[src/design/tfcs_pkg.sv]
// Shared constants and types of the triangle cull and shade core
package tfcs_pkg;

  localparam int GRAY_W     = 16;
  localparam int NUM_AXES   = 3;
  localparam int NUM_VERTS  = 3;
  localparam int NUM_COORDS = NUM_AXES * NUM_VERTS;
  localparam int FRONT_ST   = 8;

  typedef struct packed {
    logic load;
    logic vis;
  } tfcs_step_ctl_t;

endpackage

[src/design/tfcs_div_step.sv]
// One restoring division step of the shade quotient, registered
module tfcs_div_step #(
  parameter int TOT_W = 70
) (
  input  logic                        clk,
  input  tfcs_pkg::tfcs_step_ctl_t    ctl,
  input  logic [TOT_W-1:0]            rem_i,
  input  logic [TOT_W-1:0]            total_i,
  input  logic [tfcs_pkg::GRAY_W-1:0] q_i,
  output logic [TOT_W-1:0]            rem_o,
  output logic [TOT_W-1:0]            total_o,
  output logic [tfcs_pkg::GRAY_W-1:0] q_o,
  output logic                        vis_o
);
  import tfcs_pkg::*;

  logic [TOT_W:0]    rem2;
  logic [TOT_W:0]    diff;
  logic              ge;
  logic [TOT_W-1:0]  rem_nxt;
  logic [GRAY_W-1:0] q_nxt;
  logic [TOT_W-1:0]  rem_r;
  logic [TOT_W-1:0]  total_r;
  logic [GRAY_W-1:0] q_r;
  logic              vis_r;

  always_comb begin
    rem2    = {rem_i, 1'b0};
    diff    = rem2 - {1'b0, total_i};
    ge      = (rem2 >= {1'b0, total_i});
    rem_nxt = ge ? diff[TOT_W-1:0] : rem2[TOT_W-1:0];
    q_nxt   = {q_i[GRAY_W-2:0], ge};
  end

  always_ff @(posedge clk) begin
    if (ctl.load) begin
      rem_r   <= rem_nxt;
      total_r <= total_i;
      q_r     <= q_nxt;
      vis_r   <= ctl.vis;
    end
  end

  assign rem_o   = rem_r;
  assign total_o = total_r;
  assign q_o     = q_r;
  assign vis_o   = vis_r;

endmodule

[config.mk]
export PLATFORM = sky130hd
export DESIGN_NAME = tfcs_div_step
export DESIGN_NICKNAME = d
export VERILOG_FILES = /design/src/design/tfcs_pkg.sv /design/src/design/tfcs_div_step.sv
export SDC_FILE = /design/constraint.sdc
export NUM_CORES = 1
export LEC_CHECK = 0
export ABC_AREA = 1
export BUFFER_PORTS_ARGS = -buffer_cell sky130_fd_sc_hd__buf_2
export CAP_MARGIN = 30
export CORE_MARGIN = 2
export CORE_UTILIZATION = 54
export DETAILED_ROUTE_END_ITERATION = 10
export GPL_ROUTABILITY_DRIVEN = 0
export PLACE_DENSITY = 0.85
export SETUP_SLACK_MARGIN = 0.3
export SLEW_MARGIN = 15
export SYNTH_ARGS = -nofsm -noshare
export SYNTH_HDL_FRONTEND = slang
export SYNTH_SLANG_ARGS = --single-unit
[constraint.sdc]
create_clock -name clk -period 2.8 [get_ports clk]
set_input_delay 0.42 -clock clk [delete_from_list [all_inputs] [get_ports clk]]
set_output_delay 0.42 -clock clk [all_outputs]
set_load 0.05 [all_outputs]
==> metrics.md <==
| Metric | Value |
|---|---|
| Tcrit/Tclk final | 0.864 |
| CP Cell Sequence | buf_2 -> inv_1 -> ha_2 -> nand2_1 -> nor2_2 -> inv_2 -> nor2_1 -> nand2_1 -> nor2_1 -> nand2_1 -> nand3_2 -> nand2_1 -> nand2_4 -> buf_4 -> nand3_1 -> nand2_1 |
| Peak supply drop | 0.465 mV |
| Buffers on Ports | 314 |
| Crit path max-delay family | simple AND/OR/NAND/NOR gates |
| Status | finished, final reports clean |
| Initial antenna violation count | 0 |
| Dpl cells | 2,352 |
| Pleak | 8.14 nW |
| Sink Count | 157 |
| Worst-path fanout max | 8 |
| Worst setup path endpoint | rem_o[45] |
| Startpoint Class | primary input |
| Post-layout worst setup margin | 0.381 ns |
| Layout cell share with drive strength beyond 1 | 0.187 |
| Kind of critical path | in -> reg |
| Cells after Synth | 1,736 |
| Worst Setup SP | total_i[53] |
| Largest area contributor in the netlist | edfxtp_1 |
| Relative slew slack | 0.661 |
| Avg Cell Area, Syn | 6.89 um^2 |
| Clock-pin slew of the registers on the worst-case setup and hold paths | 0.07 ns |
| Hold Path Class | in -> reg |
| Final setup vio count | 0 |
| Placement Setup Slack | -0.0605 ns |
| Per-cell routed wire length | 15.3 um |
| Stages on worst setup path | 16 |
| Peak Freq | 413 MHz |
| ANT cells | 0 |
| Number of nets in the layout | 2,321 |
| Hold Path Stages | 1 |
| Buf/Inv on CP | 4 |
| Vias per cell | 5.29 |
| Largest net degree at the start of global routing | 71 |
| Vias in the first global route | 11,897 |
| Clk buf depth | 2 |
| WP data arrival | 2.71 ns |
| TritonCTS clock tree | built |
| Routed WL | 36.4 mm |
| Tmin final | 2.42 ns |
| Max_cap viols | 0 |
| Final Hold Viols | 0 |
| First-pass GRT wire length | 57.0 mm |
| Delay of the slowest critical-path stage | 0.39 ns |
| Post-CTS resize count | 0 |
| Syn nets | 1,966 |
| Filler cells | 1,906 |
| Detail Placement HPWL | 29.0 mm |
| Gr ovfl total | 0 |
| Layout Utilization | 0.676 |
| PD cells | 576 mW/mm^2 |
| Required time of the critical path | 3.10 ns |
| Synthesized flop and latch total | 157 |
| Die area | 0.0234 mm^2 |
| Die extent in y | 153 um |
| Top cell type's share of synthesized area | 0.394 |
| Multi-input gate area | 0.00579 mm^2 |
| Synth area leaders | edfxtp_1 (39%), nand2_1 (22%), inv_1 (11%), ha_1 (7.3%), nor2_1 (4.2%) |
| Fin cells | 2,384 |
| Initial Util | 0.550 |
| Slew @ Worst Pin | 0.505 ns |
| Min Hold Slack | 0.156 ns |
| Area grow syn2layout | 22.9% |
| CTS buffer count | 17 |
| Std-Cell Rows | 54 |
| RSZ-0062 raised after global routing | yes |
| Netlist cell types | 26 |
| Gr usage total | 0.304 |
| Hold buffer count at cts | 0 |
| Clk root buf | clkbuf_16 |
| Worst setup EP type | flip-flop |
| Number of setup buffers added after CTS | 0 |
| Slew Limit Fails | 0 |
| Post-Synthesis Cell Area | 0.0120 mm^2 |
| Yosys Warn Count | 0 |
| Worst path slowest cell | ha_2 |
| Core ar. | 0.0218 mm^2 |
| Detailed-route DRC error count | 0 |
| # IOs | 316 |
| Initial DRC count | 1,503 |
| Vias | 12,623 |
| Sequential share of the synthesized area | 0.394 |
| H-tree depth | 4 |
| Reg area | 0.00471 mm^2 |
| Setup TNS Final | 0 ns |
| Detailed Routing Iterations Pass 1 | 7 |
| Cell mode on critical path | nand2_1 |
| Final ANT Viol Nets | 0 |
| Die width | 153 um |
flip-flops by register name (all words and copies together) (netlist names):
signal,cells
total_o,70
vis_o,1
rem_o,70
q_o,16
metrics by stage:
step                      area, um^2  power (mW)
final                          14700        8.47
after global routing           14700        8.81
after CTS                      14700        8.44
after detailed placement       14100        5.99
after global placement         14100        5.93
after floorplan                12000        5.15
synthesized netlist by cell type:
library cell and n:
fa_1 1, nand3_1 80, a21oi_1 76, o21a_1 2
o21ai_0 29, nand2_4 1, xnor2_1 1, o21ai_1 2
nand2_1 714, inv_2 5, o21bai_1 9, buf_4 7
nor2_1 134, ha_1 70, nor4_1 8, nor2_2 2
nand2_2 1, nor3_1 15, buf_6 7, inv_1 349
edfxtp_1 157, inv_4 1, nand3_2 2, xor2_1 36
nand4_1 14, nand3b_1 13
layout by cell type, fill, tap and decap left out:
cell type,instances
xor2_1,36
fa_1,1
inv_6,3
buf_6,3
buf_4,31
buf_12,3
nand2_4,1
a21oi_1,76
inv_2,5
clkbuf_1,1
nand2_1,713
xnor2_1,1
inv_8,3
nand3b_1,13
clkinv_1,1
nand3_2,2
ha_1,69
o21ai_1,2
clkinv_4,2
o21ai_0,29
nand3_1,80
nand2_2,2
bufinv_16,3
nand4_1,14
nor4_1,8
edfxtp_1,157
o21a_1,2
ha_2,1
o21bai_1,9
clkinvlp_4,3
clkbuf_16,17
inv_1,349
buf_2,313
nor3_1,15
nor2_1,134
nor2_2,2
cell families after synthesis:
kind of cell,synth area share
adders and majority gates,0.0749
xor gates and xnor gates,0.0271
AOI/OAI and AO/OA,0.0517
and+or+nand+nor,0.330
DFF,0.394
buffers and inverters,0.123
metal layers:
layer,global-route usage,vias to the layer above,part of all wire
met5,0,-,0
met4,0.153,0,0.050
met3,0.0746,146,0.12
met2,0.492,823,0.45
met1,0.380,5552,0.38
li1,-,6102,-
final cells by class:
| cell class | count | share of cell area |
|---|---|---|
| timing repair buffer | 350 | 0.129 |
| multi-input combinational | 1210 | 0.394 |
| clock inverter | 14 | 0.0124 |
| tap | 280 | 0.0238 |
| inverter | 355 | 0.0912 |
| sequential | 157 | 0.321 |
| clock buffer | 18 | 0.0292 |
how the worst min path moves through the flow:
stage,startpoint,end,slack (ns)
after global placement,q_i[14],q_o[15],0.60
after floorplan,q_i[9],q_o[10],0.52
after global routing,q_i[13],q_o[14],0.14
final,q_i[3],q_o[4],0.16
after detailed placement,q_i[9],q_o[10],0.60
after CTS,q_i[8],q_o[9],0.15
where the power goes:
group	total [mW]	leakage (nW)	internal, mW	switching, mW
Combinational	3.04	6.32	0.807	2.24
Clock	2.45	0.289	1.42	1.02
Sequential	2.98	1.54	2.92	0.0609
Power figures use the tool's default switching activity.
